File: src/sv/rtab_pkg.sv
// Shared types and constants for the range to aligned blocks splitter.
package rtab_pkg;

    localparam int ADDR_W    = 32;
    localparam int LOG2_W    = 5;
    localparam int IDX_W     = 6;
    localparam int S_TDATA_W = 64;
    localparam int M_TDATA_W = 80;

    // One classified range as it sits in the queue between front and back
    typedef struct packed {
        logic [ADDR_W-1:0] range_start;
        logic [ADDR_W-1:0] range_end;
        logic              is_empty;
    } rtab_range_t;

    // Back-end sequencer states
    typedef enum logic {
        ST_IDLE,
        ST_RUN
    } rtab_state_t;

endpackage

File: src/sv/rtab_front.sv
// Front end: accepts range items, masks them to the address width and classifies empty ranges.
module rtab_front #(
    parameter int WIDTH = 32
) (
    input  logic                              s_tvalid,
    output logic                              s_tready,
    input  logic [rtab_pkg::S_TDATA_W-1:0]    s_tdata,   // range_start[31:0], range_end[63:32]
    output logic                              push_valid,
    input  logic                              push_ready,
    output rtab_pkg::rtab_range_t             push_data
);
    import rtab_pkg::*;

    localparam logic [ADDR_W-1:0] ADDR_MASK = ADDR_W'((64'd1 << WIDTH) - 64'd1);

    logic [ADDR_W-1:0] start_m;
    logic [ADDR_W-1:0] end_m;

    // Drop address bits above WIDTH, then flag ranges that hold nothing
    always_comb begin
        start_m = s_tdata[ADDR_W-1:0] & ADDR_MASK;
        end_m   = s_tdata[2*ADDR_W-1:ADDR_W] & ADDR_MASK;
        push_data.range_start = start_m;
        push_data.range_end   = end_m;
        push_data.is_empty    = (start_m >= end_m);
    end

    assign push_valid = s_tvalid;
    assign s_tready   = push_ready;

endmodule

File: src/sv/rtab_queue.sv
// Two-entry queue that decouples the classifier from the block generator.
module rtab_queue (
    input  logic                  aclk,
    input  logic                  aresetn,
    input  logic                  push_valid,
    output logic                  push_ready,
    input  rtab_pkg::rtab_range_t push_data,
    output logic                  pop_valid,
    input  logic                  pop,
    output rtab_pkg::rtab_range_t pop_data
);
    import rtab_pkg::*;

    rtab_range_t mem_reg [2];
    logic        wr_ptr_reg, wr_ptr_next;
    logic        rd_ptr_reg, rd_ptr_next;
    logic [1:0]  count_reg,  count_next;
    logic        do_push;
    logic        do_pop;

    assign push_ready = (count_reg != 2'd2);
    assign pop_valid  = (count_reg != 2'd0);
    assign pop_data   = mem_reg[rd_ptr_reg];
    assign do_push    = push_valid && push_ready;
    assign do_pop     = pop && pop_valid;

    // Pointer and fill bookkeeping
    always_comb begin
        wr_ptr_next = wr_ptr_reg ^ do_push;
        rd_ptr_next = rd_ptr_reg ^ do_pop;
        count_next  = count_reg;
        if (do_push && !do_pop) begin
            count_next = count_reg + 2'd1;
        end else if (!do_push && do_pop) begin
            count_next = count_reg - 2'd1;
        end
    end

    always_ff @(posedge aclk) begin
        if (!aresetn) begin
            wr_ptr_reg <= 1'b0;
            rd_ptr_reg <= 1'b0;
            count_reg  <= 2'd0;
        end else begin
            wr_ptr_reg <= wr_ptr_next;
            rd_ptr_reg <= rd_ptr_next;
            count_reg  <= count_next;
        end
    end

    // Entry storage, no reset needed
    always_ff @(posedge aclk) begin
        if (do_push) begin
            mem_reg[wr_ptr_reg] <= push_data;
        end
    end

endmodule

File: src/sv/rtab_back.sv
// Back end: walks one range, one aligned block per cycle into the free output register.
module rtab_back #(
    parameter int WIDTH = 32
) (
    input  logic                           aclk,
    input  logic                           aresetn,
    input  logic                           pop_valid,
    output logic                           pop,
    input  rtab_pkg::rtab_range_t          pop_data,
    output logic                           m_tvalid,
    input  logic                           m_tready,
    output logic [rtab_pkg::M_TDATA_W-1:0] m_tdata,
    output logic                           m_tlast,
    output logic                           m_tuser
);
    import rtab_pkg::*;

    localparam int KW = $clog2(WIDTH);

    rtab_state_t        st_reg, st_next;
    logic [WIDTH-1:0]   cur_reg, cur_next;
    logic [WIDTH-1:0]   span_reg, span_next;
    logic [IDX_W-1:0]   idx_reg, idx_next;

    logic               out_valid_reg, out_valid_next;
    logic [ADDR_W-1:0]  out_start_reg, out_start_next;
    logic [ADDR_W-1:0]  out_end_reg, out_end_next;
    logic [LOG2_W-1:0]  out_log2_reg, out_log2_next;
    logic [IDX_W-1:0]   out_idx_reg, out_idx_next;
    logic               out_last_reg, out_last_next;
    logic               out_empty_reg, out_empty_next;

    logic               out_free;
    logic [KW-1:0]      tz_k;
    logic [KW-1:0]      msb_k;
    logic [KW-1:0]      blk_k;
    logic [WIDTH-1:0]   blk_size;
    logic [WIDTH-1:0]   blk_next;
    logic               blk_last;

    // Index of lowest set bit; a zero position counts as fully aligned
    function automatic logic [KW-1:0] low_one(input logic [WIDTH-1:0] v);
        logic [KW-1:0] r;
        r = KW'(WIDTH - 1);
        for (int i = WIDTH - 1; i >= 0; i--) begin
            if (v[i]) r = KW'(i);
        end
        return r;
    endfunction

    // Index of highest set bit
    function automatic logic [KW-1:0] high_one(input logic [WIDTH-1:0] v);
        logic [KW-1:0] r;
        r = '0;
        for (int i = 0; i < WIDTH; i++) begin
            if (v[i]) r = KW'(i);
        end
        return r;
    endfunction

    // Block size from alignment of the cursor and remaining span
    always_comb begin
        tz_k     = low_one(cur_reg);
        msb_k    = high_one(span_reg);
        blk_k    = (tz_k < msb_k) ? tz_k : msb_k;
        blk_size = {{(WIDTH-1){1'b0}}, 1'b1} << blk_k;
        blk_next = cur_reg + blk_size;
        blk_last = (blk_size == span_reg);
    end

    assign out_free = !out_valid_reg || m_tready;

    // Next state
    always_comb begin
        st_next = st_reg;
        unique case (st_reg)
            ST_IDLE: begin
                if (pop_valid && out_free && !pop_data.is_empty) st_next = ST_RUN;
            end
            ST_RUN: begin
                if (out_free && blk_last) st_next = ST_IDLE;
            end
            default: st_next = ST_IDLE;
        endcase
    end

    // Datapath and output register updates
    always_comb begin
        pop            = 1'b0;
        cur_next       = cur_reg;
        span_next      = span_reg;
        idx_next       = idx_reg;
        out_valid_next = out_valid_reg && !m_tready;
        out_start_next = out_start_reg;
        out_end_next   = out_end_reg;
        out_log2_next  = out_log2_reg;
        out_idx_next   = out_idx_reg;
        out_last_next  = out_last_reg;
        out_empty_next = out_empty_reg;
        unique case (st_reg)
            ST_IDLE: begin
                if (pop_valid && out_free) begin
                    pop = 1'b1;
                    if (pop_data.is_empty) begin
                        out_valid_next = 1'b1;
                        out_start_next = '0;
                        out_end_next   = '0;
                        out_log2_next  = '0;
                        out_idx_next   = '0;
                        out_last_next  = 1'b1;
                        out_empty_next = 1'b1;
                    end else begin
                        cur_next  = pop_data.range_start[WIDTH-1:0];
                        span_next = pop_data.range_end[WIDTH-1:0]
                                  - pop_data.range_start[WIDTH-1:0];
                        idx_next  = '0;
                    end
                end
            end
            ST_RUN: begin
                if (out_free) begin
                    out_valid_next = 1'b1;
                    out_start_next = ADDR_W'(cur_reg);
                    out_end_next   = ADDR_W'(blk_next);
                    out_log2_next  = LOG2_W'(blk_k);
                    out_idx_next   = idx_reg;
                    out_last_next  = blk_last;
                    out_empty_next = 1'b0;
                    cur_next       = blk_next;
                    span_next      = span_reg - blk_size;
                    idx_next       = idx_reg + IDX_W'(1);
                end
            end
            default: ;
        endcase
    end

    always_ff @(posedge aclk) begin
        if (!aresetn) begin
            st_reg        <= ST_IDLE;
            out_valid_reg <= 1'b0;
        end else begin
            st_reg        <= st_next;
            out_valid_reg <= out_valid_next;
        end
    end

    // Payload registers, no reset
    always_ff @(posedge aclk) begin
        cur_reg       <= cur_next;
        span_reg      <= span_next;
        idx_reg       <= idx_next;
        out_start_reg <= out_start_next;
        out_end_reg   <= out_end_next;
        out_log2_reg  <= out_log2_next;
        out_idx_reg   <= out_idx_next;
        out_last_reg  <= out_last_next;
        out_empty_reg <= out_empty_next;
    end

    assign m_tvalid = out_valid_reg;
    assign m_tdata  = {{(M_TDATA_W - 2*ADDR_W - LOG2_W - IDX_W){1'b0}},
                       out_idx_reg, out_log2_reg, out_end_reg, out_start_reg};
    assign m_tlast  = out_last_reg;
    assign m_tuser  = out_empty_reg;

endmodule

File: src/sv/range_to_aligned_blocks.sv
// Top level of the range to aligned power-of-two blocks splitter.
//
// Input channel s_*: one item is a half-open range [range_start, range_end).
// Output channel m_*: one item per naturally aligned block, ascending, with
// block start, end, log2 size and ordinal; m_tlast marks the final block of a
// range. A range with start >= end gives one item with m_tuser set and all
// block fields zero. Address bits at or above WIDTH are ignored.
// Ranges pass a classifier, then a two-entry queue, then the block generator.
// The generator first loads each range into its cursor and span registers,
// then emits one block per cycle while the output register is free; an empty
// range goes from the queue straight to the output register. The per-block
// step (lowest-set-bit and highest-set-bit encode, add and subtract on WIDTH
// bits) sets the cycle. A first block passes queue, range and output registers.
// Input is taken while the queue has room, even while a result waits.
// A stalled m_tready holds the output register and freezes the generator.
// Reset (aresetn low, synchronous) empties the queue and output register.
module range_to_aligned_blocks #(
    parameter int WIDTH = 32
) (
    input  logic                           aclk,
    input  logic                           aresetn,
    input  logic                           s_tvalid,
    output logic                           s_tready,
    input  logic [rtab_pkg::S_TDATA_W-1:0] s_tdata,   // range_start[31:0], range_end[63:32]
    output logic                           m_tvalid,
    input  logic                           m_tready,
    // block_start[31:0], block_end[63:32], block_log2[68:64], block_index[74:69], zeros
    output logic [rtab_pkg::M_TDATA_W-1:0] m_tdata,
    output logic                           m_tlast,   // last_block
    output logic                           m_tuser    // empty_range
);
    import rtab_pkg::*;

    logic        push_valid;
    logic        push_ready;
    rtab_range_t push_data;
    logic        pop_valid;
    logic        pop;
    rtab_range_t pop_data;

    rtab_front #(.WIDTH(WIDTH)) u_front (
        .s_tvalid   (s_tvalid),
        .s_tready   (s_tready),
        .s_tdata    (s_tdata),
        .push_valid (push_valid),
        .push_ready (push_ready),
        .push_data  (push_data)
    );

    rtab_queue u_queue (
        .aclk       (aclk),
        .aresetn    (aresetn),
        .push_valid (push_valid),
        .push_ready (push_ready),
        .push_data  (push_data),
        .pop_valid  (pop_valid),
        .pop        (pop),
        .pop_data   (pop_data)
    );

    rtab_back #(.WIDTH(WIDTH)) u_back (
        .aclk      (aclk),
        .aresetn   (aresetn),
        .pop_valid (pop_valid),
        .pop       (pop),
        .pop_data  (pop_data),
        .m_tvalid  (m_tvalid),
        .m_tready  (m_tready),
        .m_tdata   (m_tdata),
        .m_tlast   (m_tlast),
        .m_tuser   (m_tuser)
    );

endmodule

File: config.mk
export PLATFORM = sky130hd
export DESIGN_NAME = range_to_aligned_blocks
export DESIGN_NICKNAME = d
export VERILOG_FILES = /design/src/sv/rtab_pkg.sv /design/src/sv/rtab_front.sv /design/src/sv/rtab_queue.sv /design/src/sv/rtab_back.sv /design/src/sv/range_to_aligned_blocks.sv
export SDC_FILE = /design/constraint.sdc
export NUM_CORES = 1
export LEC_CHECK = 0
export BUFFER_PORTS_ARGS = -buffer_cell sky130_fd_sc_hd__buf_2
export CORE_AREA = 2 2 237 193
export CTS_BUF_LIST = sky130_fd_sc_hd__clkbuf_4 sky130_fd_sc_hd__clkbuf_8
export CTS_CLUSTER_DIAMETER = 30
export DETAILED_ROUTE_END_ITERATION = 8
export DIE_AREA = 0 0 239 195
export PLACE_DENSITY_LB_ADDON = 0.08
export SETUP_SLACK_MARGIN = 0.4
export SYNTH_ARGS = -nofsm -noshare
export SYNTH_HDL_FRONTEND = slang
export SYNTH_SLANG_ARGS = --single-unit
File: constraint.sdc
create_clock -name aclk -period 8.25 [get_ports aclk]
set_clock_uncertainty 0.05 [all_clocks]
set_input_delay 1.65 -clock aclk [delete_from_list [all_inputs] [get_ports aclk]]
set_output_delay 1.65 -clock aclk [all_outputs]
set_load 0.02 [all_outputs]
==> impl_metrics.json, run 1 <==
{
  "worstSetupPathDepth": 24,
  "synth_cell_types": 88,
  "postLayoutCellArea_um2": 20800,
  "path_class": "reg -> reg",
  "placed_cells": 2297,
  "synth_enable_flop_cells": 277,
  "ant_nets": 0,
  "worst_r2r_path_depth": 24,
  "hold_viol_final": 0,
  "finalCritPeriodShare_pct": 90.3,
  "max_slew.worst_pin.slew_ps": 1050,
  "critPathMostFrequentCell": "sky130_fd_sc_hd__o31ai_1",
  "die-width_um": 239,
  "via_count": 13124,
  "synth_seq_area_share_pct": 48.3,
  "drt_iter0_markers": 854,
  "slowest_delay_ps": 810,
  "num_rows": 69,
  "worst-endpoint-required_ps": 8640,
  "postSynth.topFlopCell": "sky130_fd_sc_hd__edfxtp_1",
  "maximum_number_of_pins_on_one_net_before_global_route_repair": 79,
  "slew-limit-headroom_pct": 30.3,
  "clockRootBuffer": "sky130_fd_sc_hd__clkbuf_8",
  "routabilityCongestion": 0.883,
  "post_synth_arst_share_pct": 0,
  "drv_cap": 0,
  "tritoncts": "done",
  "grt_usage_pct": 20.4,
  "dieArea_um2": 46600,
  "worst_hold_path_type": "reg -> reg",
  "coreArea_um2": 44000,
  "number_of_global_route_vias_before_repair": 12836,
  "cts.path.max_buffers": 3,
  "place_area_um2": 19000,
  "timing.critical_path.from": "u_back.span_reg[5]",
  "finish.net_count": 2008,
  "global_route.overflow_total": 0,
  "yosys_register_bits": 284,
  "clock_sink_count": 284,
  "area_used_by_multi_input_combinational_logic_um2": 8600,
  "routed.top_layer": "met4",
  "timing.critical_path.max_delay_family": "compound AO/OA/AOI/OAI gates",
  "max_ir_drop_vdd_mv": 0.244,
  "regArea_um2": 8470,
  "cts-buffers-inserted": 73,
  "cts.reportedPaths.clkPinSlew_ps": 50,
  "critical_path.slowest_cell": "sky130_fd_sc_hd__nor3_1",
  "timing.rr.start": "u_back.span_reg[5]",
  "cts_hold_buf": 0,
  "crit_chain": "o31ai_1, a211oi_1, o31ai_1, a21oi_1, o41ai_2, a21boi_0, ha_1, a21oi_1, nor2_1, a211oi_2, nand3_2, mux2i_1, nor3_1, nand2b_1, ha_1, a21o_1, a21o_1, or3_1, o211a_1, o21ai_1, a31oi_1, a221o_1, and3_1, o31ai_1",
  "start_kind": "register",
  "met3_wirelength_mm": 2.45,
  "post_synthesis_cell_area_um2": 17500,
  "finalSetupViolCount": 0,
  "routed-wl-met2_mm": 19.7,
  "drt_pass_1_iters": 5,
  "area_growth_syn_to_layout_pct": 19.0,
  "routedWlPerCell_um": 19.5,
  "element_type_at_the_critical_path_end": "register",
  "m1WireLength_mm": 24.6,
  "slew_viol_final": 0,
  "maximum_clock_rate_mhz": 134,
  "numPortBuffers": 146,
  "fillerInstances": 4209,
  "post-route-drc-count": 0,
  "cellLeakagePower_nw": 8.26,
  "htree_num_levels": 3,
  "critical_path.endpoint": "u_back.span_reg[31]",
  "die_height_um": 195,
  "cp.buffers_inverters": 0,
  "crit-reg2reg-capture": "u_back.span_reg[31]",
  "wire_length_of_the_first_global_routing_pass_mm": 73.3,
  "grt_antenna_before_repair": 0,
  "routed_via_density": 5.40,
  "start_util_pct": 39.7,
  "worst-path-max-fanout": 12,
  "register_to_register_setup_slack_ps": 800,
  "synthesis.area_per_instance_um2": 10.9,
  "count_of_pins_on_the_block_boundary": 152,
  "critPathArrivalTime_ps": 7840,
  "run_status": "finished clean",
  "pwr_cell_area_nw_per_um2": 437,
  "unrepaired_setup_endpoints_after_global_routing": "no",
  "setup-tns-final_ps": 0,
  "layout_min_cycle_time_ps": 7450,
  "largest_register_ffs": 130,
  "drive_gt1_share_pct": 20.2,
  "report.power.total_w": 0.00910,
  "netlist_instances": 1599,
  "fin_cells": 2432,
  "yosysWarningCount": 0,
  "overall_routed_net_length_mm": 47.5,
  "clkLatencyLatePin_ps": 640,
  "half_perimeter_wire_length_after_detailed_placement_mm": 35.3
}
## power breakdown
part           switching (W)  leakage [nW]  internal [W]
registers           0.000404          2.69       0.00235
clock network       0.000735         0.890       0.00141
logic                0.00261          4.69       0.00158
total                0.00375          8.26       0.00535
## cell usage after synthesis (15+ instances only)
master | number | area (um2)
sky130_fd_sc_hd__edfxtp_1 | 277 | 8320
sky130_fd_sc_hd__nor2_1 | 141 | 529
sky130_fd_sc_hd__ha_1 | 133 | 1660
sky130_fd_sc_hd__a21oi_1 | 97 | 485
sky130_fd_sc_hd__inv_1 | 86 | 323
sky130_fd_sc_hd__nand2_1 | 72 | 270
sky130_fd_sc_hd__o21ai_0 | 60 | 300
sky130_fd_sc_hd__and2_1 | 55 | 344
sky130_fd_sc_hd__a21o_1 | 51 | 383
sky130_fd_sc_hd__mux2i_1 | 49 | 490
sky130_fd_sc_hd__xnor2_1 | 43 | 377
sky130_fd_sc_hd__nor3_1 | 40 | 200
sky130_fd_sc_hd__mux2_2 | 35 | 394
sky130_fd_sc_hd__nand2b_1 | 31 | 194
sky130_fd_sc_hd__nand3_1 | 31 | 155
sky130_fd_sc_hd__o21bai_1 | 31 | 233
sky130_fd_sc_hd__clkbuf_1 | 25 | 93.8
sky130_fd_sc_hd__nor2b_1 | 24 | 150
sky130_fd_sc_hd__xor2_1 | 24 | 210
sky130_fd_sc_hd__o21a_1 | 21 | 158
sky130_fd_sc_hd__o31ai_1 | 19 | 143
sky130_fd_sc_hd__nand4_1 | 17 | 106
sky130_fd_sc_hd__nor4_1 | 17 | 106
sky130_fd_sc_hd__a211oi_1 | 15 | 113
## layout make-up
| type | count | share of cell area (%) |
|---|---|---|
| Antenna cell | 1 | 0.0120 |
| Multi-Input combinational cell | 1191 | 41.3 |
| Sequential cell | 284 | 40.7 |
| Tap cell | 568 | 3.41 |
| Clock buffer | 84 | 5.31 |
| Inverter | 87 | 1.57 |
| Timing Repair Buffer | 167 | 4.27 |
| Clock inverter | 50 | 3.41 |
## worst min-delay path by stage
stage	from	end	slack, ps	cells past startpoint
3_5_place_dp	u_queue.count_reg[1]	u_queue.count_reg[1]	460	2
5_1_grt	u_back.idx_reg[5]	u_back.out_idx_reg[5]	560	1
2_1_floorplan	u_queue.count_reg[1]	u_queue.count_reg[1]	420	2
6_report	u_queue.count_reg[1]	u_queue.count_reg[1]	480	2
3_3_place_gp	u_queue.count_reg[1]	u_queue.count_reg[1]	450	2
4_1_cts	u_queue.count_reg[1]	u_queue.count_reg[1]	470	2
## logic make-up after synthesis
family	Yosys count	share of synthesized area, %
adder cells (fa/ha/maj)	136	9.86
other	1	0.0214
flip-flops	284	48.3
AND/OR/NAND/NOR	498	14.7
multiplexers	84	5.06
AO/OA/AOI/OAI	401	15.8
XOR/XNOR	67	3.35
buffers and inverters	128	2.87
## layout by cell type, fill, tap and decap left out, types with 11 or more instances in the layout
cell type / count
sky130_fd_sc_hd__a21o_1: 51
sky130_fd_sc_hd__buf_4: 21
sky130_fd_sc_hd__o31ai_1: 19
sky130_fd_sc_hd__buf_2: 146
sky130_fd_sc_hd__o21ai_0: 58
sky130_fd_sc_hd__nand2b_1: 31
sky130_fd_sc_hd__o21a_1: 21
sky130_fd_sc_hd__nor2_1: 141
sky130_fd_sc_hd__clkinvlp_4: 12
sky130_fd_sc_hd__mux2_2: 35
sky130_fd_sc_hd__clkbuf_8: 76
sky130_fd_sc_hd__nand4_1: 17
sky130_fd_sc_hd__nor3_1: 38
sky130_fd_sc_hd__edfxtp_1: 277
sky130_fd_sc_hd__inv_1: 86
sky130_fd_sc_hd__and2_1: 55
sky130_fd_sc_hd__a21oi_1: 97
sky130_fd_sc_hd__o211ai_1: 11
sky130_fd_sc_hd__xnor2_1: 43
sky130_fd_sc_hd__xor2_1: 24
sky130_fd_sc_hd__o21bai_1: 31
sky130_fd_sc_hd__bufinv_16: 16
sky130_fd_sc_hd__ha_1: 131
sky130_fd_sc_hd__nand2_1: 72
sky130_fd_sc_hd__a211oi_1: 14
sky130_fd_sc_hd__mux2i_1: 48
sky130_fd_sc_hd__nand3_1: 31
sky130_fd_sc_hd__nor4_1: 17
sky130_fd_sc_hd__or3_1: 13
sky130_fd_sc_hd__and3_1: 13
sky130_fd_sc_hd__nor2b_1: 24
## repair_timing
item                       4_1_cts  5_1_grt
resized for setup                0        4
setup buffers                    0        0
setup endpoints to repair        0       27
## layer usage
layer	up-vias	track usage [%]
li1	6467	-
met1	6223	31.5
met2	362	29.0
met3	72	3.90
met4	0	5.51
met5	-	0
## metrics by stage
step | setup WS (ps) | utilization (%) | hold WS (ps)
2_1_floorplan | 737 | - | 424
5_1_grt | 344 | 47.3 | 565
6_report | 800 | 47.3 | 479
4_1_cts | 410 | 47.2 | 473
3_3_place_gp | 684 | 43.1 | 446
3_5_place_dp | 476 | 43.1 | 465
## worst min-delay path: cells and delay by family (launching register included)
family          cells  cell delay (ps)
compound gates      2              150
flops               1              330
Power figures use the tool's default switching activity.
==> run 2, diff against run 1 <==
--- a/config.mk
+++ b/config.mk
@@ -6,11 +6,13 @@
 export NUM_CORES = 1
 export LEC_CHECK = 0
 export BUFFER_PORTS_ARGS = -buffer_cell sky130_fd_sc_hd__buf_2
-export CORE_AREA = 2 2 237 193
+export CORE_AREA = 2 2 253 205
 export CTS_BUF_LIST = sky130_fd_sc_hd__clkbuf_4 sky130_fd_sc_hd__clkbuf_8
 export CTS_CLUSTER_DIAMETER = 30
+export CTS_CLUSTER_SIZE = 28
 export DETAILED_ROUTE_END_ITERATION = 8
-export DIE_AREA = 0 0 239 195
+export DIE_AREA = 0 0 255 207
+export GPL_TIMING_DRIVEN = 0
 export PLACE_DENSITY_LB_ADDON = 0.08
 export SETUP_SLACK_MARGIN = 0.4
 export SYNTH_ARGS = -nofsm -noshare
==> impl_metrics.json, run 2 (synthesis results as in run 1) <==
{
  "largest_register_ffs": 130,
  "routabilityCongestion": 0.916,
  "drive_gt1_share_pct": 19.3,
  "finish.net_count": 2031,
  "slew-limit-headroom_pct": 26.0,
  "cts-buffers-inserted": 68,
  "postLayoutCellArea_um2": 20700,
  "fillerInstances": 4990,
  "timing.critical_path.max_delay_family": "compound AO/OA/AOI/OAI gates",
  "overall_routed_net_length_mm": 53.3,
  "number_of_global_route_vias_before_repair": 13155,
  "place_area_um2": 19300,
  "slew_viol_final": 0,
  "drt_pass_1_iters": 5,
  "power_frac_clock_pct": 18.0,
  "unrepaired_setup_endpoints_after_global_routing": "yes",
  "worst_hold_path_type": "reg -> reg",
  "max_ir_drop_vdd_mv": 0.131,
  "finalCritPeriodShare_pct": 89.5,
  "coreArea_um2": 50500,
  "clock_sink_count": 284,
  "placed_cells": 2441,
  "share_comb_of_total_power_pct": 51.0,
  "worst-endpoint-required_ps": 8660,
  "global_route.overflow_total": 0,
  "clockRootBuffer": "sky130_fd_sc_hd__clkbuf_8",
  "final_critical_path_setup_slack_ps": 863,
  "worst-path-max-fanout": 10,
  "num_rows": 74,
  "wire_length_of_the_first_global_routing_pass_mm": 79.9,
  "preCtsSetupSlack_ps": -138,
  "maximum_clock_rate_mhz": 135,
  "power.share.switching_pct": 44.6,
  "max_slew.worst_pin.slew_ps": 1110,
  "routedWlPerCell_um": 20.8,
  "pwr_cell_area_nw_per_um2": 421,
  "half_perimeter_wire_length_after_detailed_placement_mm": 40.8,
  "register_to_register_setup_slack_ps": 860,
  "mostFrequentLayoutCells": "sky130_fd_sc_hd__edfxtp_1 (277), sky130_fd_sc_hd__buf_2 (148), sky130_fd_sc_hd__nor2_1 (140)",
  "maximum_number_of_pins_on_one_net_before_global_route_repair": 60,
  "grt_usage_pct": 20.4,
  "element_type_at_the_critical_path_end": "register",
  "layout_min_cycle_time_ps": 7390,
  "critical_path.slowest_cell": "sky130_fd_sc_hd__or4b_1",
  "die_height_um": 207,
  "dieArea_um2": 52800,
  "start_util_pct": 34.7,
  "slowest_delay_ps": 540,
  "cp.buffers_inverters": 1,
  "via_count": 13292,
  "part_of_the_total_power_dissipated_in_sequential_elements_pct": 31.0,
  "post-route-drc-count": 0,
  "run_status": "finished clean",
  "numPortBuffers": 146,
  "routed_via_density": 5.19,
  "fin_cells": 2562,
  "finalSetupViolCount": 0,
  "start_kind": "register",
  "cts_hold_buf": 0,
  "critPathArrivalTime_ps": 7800,
  "count_of_pins_on_the_block_boundary": 152,
  "hold_viol_final": 0,
  "area_growth_syn_to_layout_pct": 18.3,
  "cts.reportedPaths.clkPinSlew_ps": 50,
  "die-width_um": 255,
  "postCtsSetupBuffers": 0,
  "grt_antenna_before_repair": 1,
  "ant_nets": 0,
  "drv_cap": 0,
  "clkLatencyLatePin_ps": 660,
  "htree_num_levels": 3,
  "internal_power_w": 0.00483,
  "path_class": "reg -> reg",
  "tritoncts": "done",
  "cts.path.max_buffers": 3,
  "cellLeakagePower_nw": 8.05,
  "drt_iter0_markers": 638,
  "final_common_cell": "sky130_fd_sc_hd__edfxtp_1",
  "power_switching_w": 0.00389
}
[run 2: cell count changes in the layout (fill, tap and decap cells not counted), sizes merged]
cell | before | now
inv | 88 | 94
clkbuf | 84 | 104
diode | 1 | 3
clkinvlp | 12 | 17
bufinv | 16 | 0
buf | 167 | 170
clkinv | 21 | 15
[run 2: area by class of cell]
cell class	count	area (um2)	share of cell area, %
diodes	3	7.51	0.0363
plain buffers	41	178	0.858
clock buffers	79	1020	4.92
clock inverters	39	279	1.35
inverters	87	327	1.58
multi-input cells	1191	8690	42.0
flip-flops and latches	284	8460	40.9
well taps	684	856	4.13
repair buffers	154	888	4.29
[run 2: power by group through the flow]
stage / Combinational [W] / Sequential (W) / Clock (W)
3_3_place_gp: 0.00429 / 0.00286 / 0
5_1_grt: 0.00491 / 0.00277 / 0.00168
6_report: 0.00445 / 0.00271 / 0.00157
2_1_floorplan: 0.00280 / 0.00290 / 0
3_5_place_dp: 0.00441 / 0.00273 / 0
4_1_cts: 0.00445 / 0.00271 / 0.00162
[run 2: through the flow]
| stage | total power (W) | utilization [%] | hold slack (ps) | TNS (ps) |
|---|---|---|---|---|
| 4_1_cts | 0.00878 | 40.9 | 490 | 0 |
| 5_1_grt | 0.00936 | 41.0 | 542 | 0 |
| 3_5_place_dp | 0.00714 | 38.3 | 482 | -250 |
| 3_3_place_gp | 0.00715 | 37.8 | 444 | -189660 |
| 2_1_floorplan | 0.00570 | - | 424 | 0 |
| 6_report | 0.00872 | 41.0 | 490 | 0 |
[run 2: path summary, 6_finish.rpt]
path	start	endpoint	cells past startpoint
max	u_back.span_reg[5]	u_back.cur_reg[30]	27
min reg2reg	u_queue.count_reg[1]	u_queue.count_reg[1]	2
max reg2reg	u_back.span_reg[5]	u_back.cur_reg[30]	27
min	u_queue.count_reg[1]	u_queue.count_reg[1]	2
[run 2: layer usage]
layer  GRT usage [%]  vias up  wire length [um]
li1                -     6507                 -
met3            5.11       91              3020
met2            29.5      363             22600
met5               0        -                 0
met1            29.5     6331             26200
met4            6.57        0              1460
[run 2: tightest hold or removal path, cell delays in order, from the launching register on]
cell and delay (ps):
sky130_fd_sc_hd__dfxtp_1 330, sky130_fd_sc_hd__o21ai_0 70, sky130_fd_sc_hd__a21boi_0 80
[run 2: timing repair]
action,CTS,global route
setup endpoints to repair,28,20
resized for setup,6,13
pin swaps,0,2
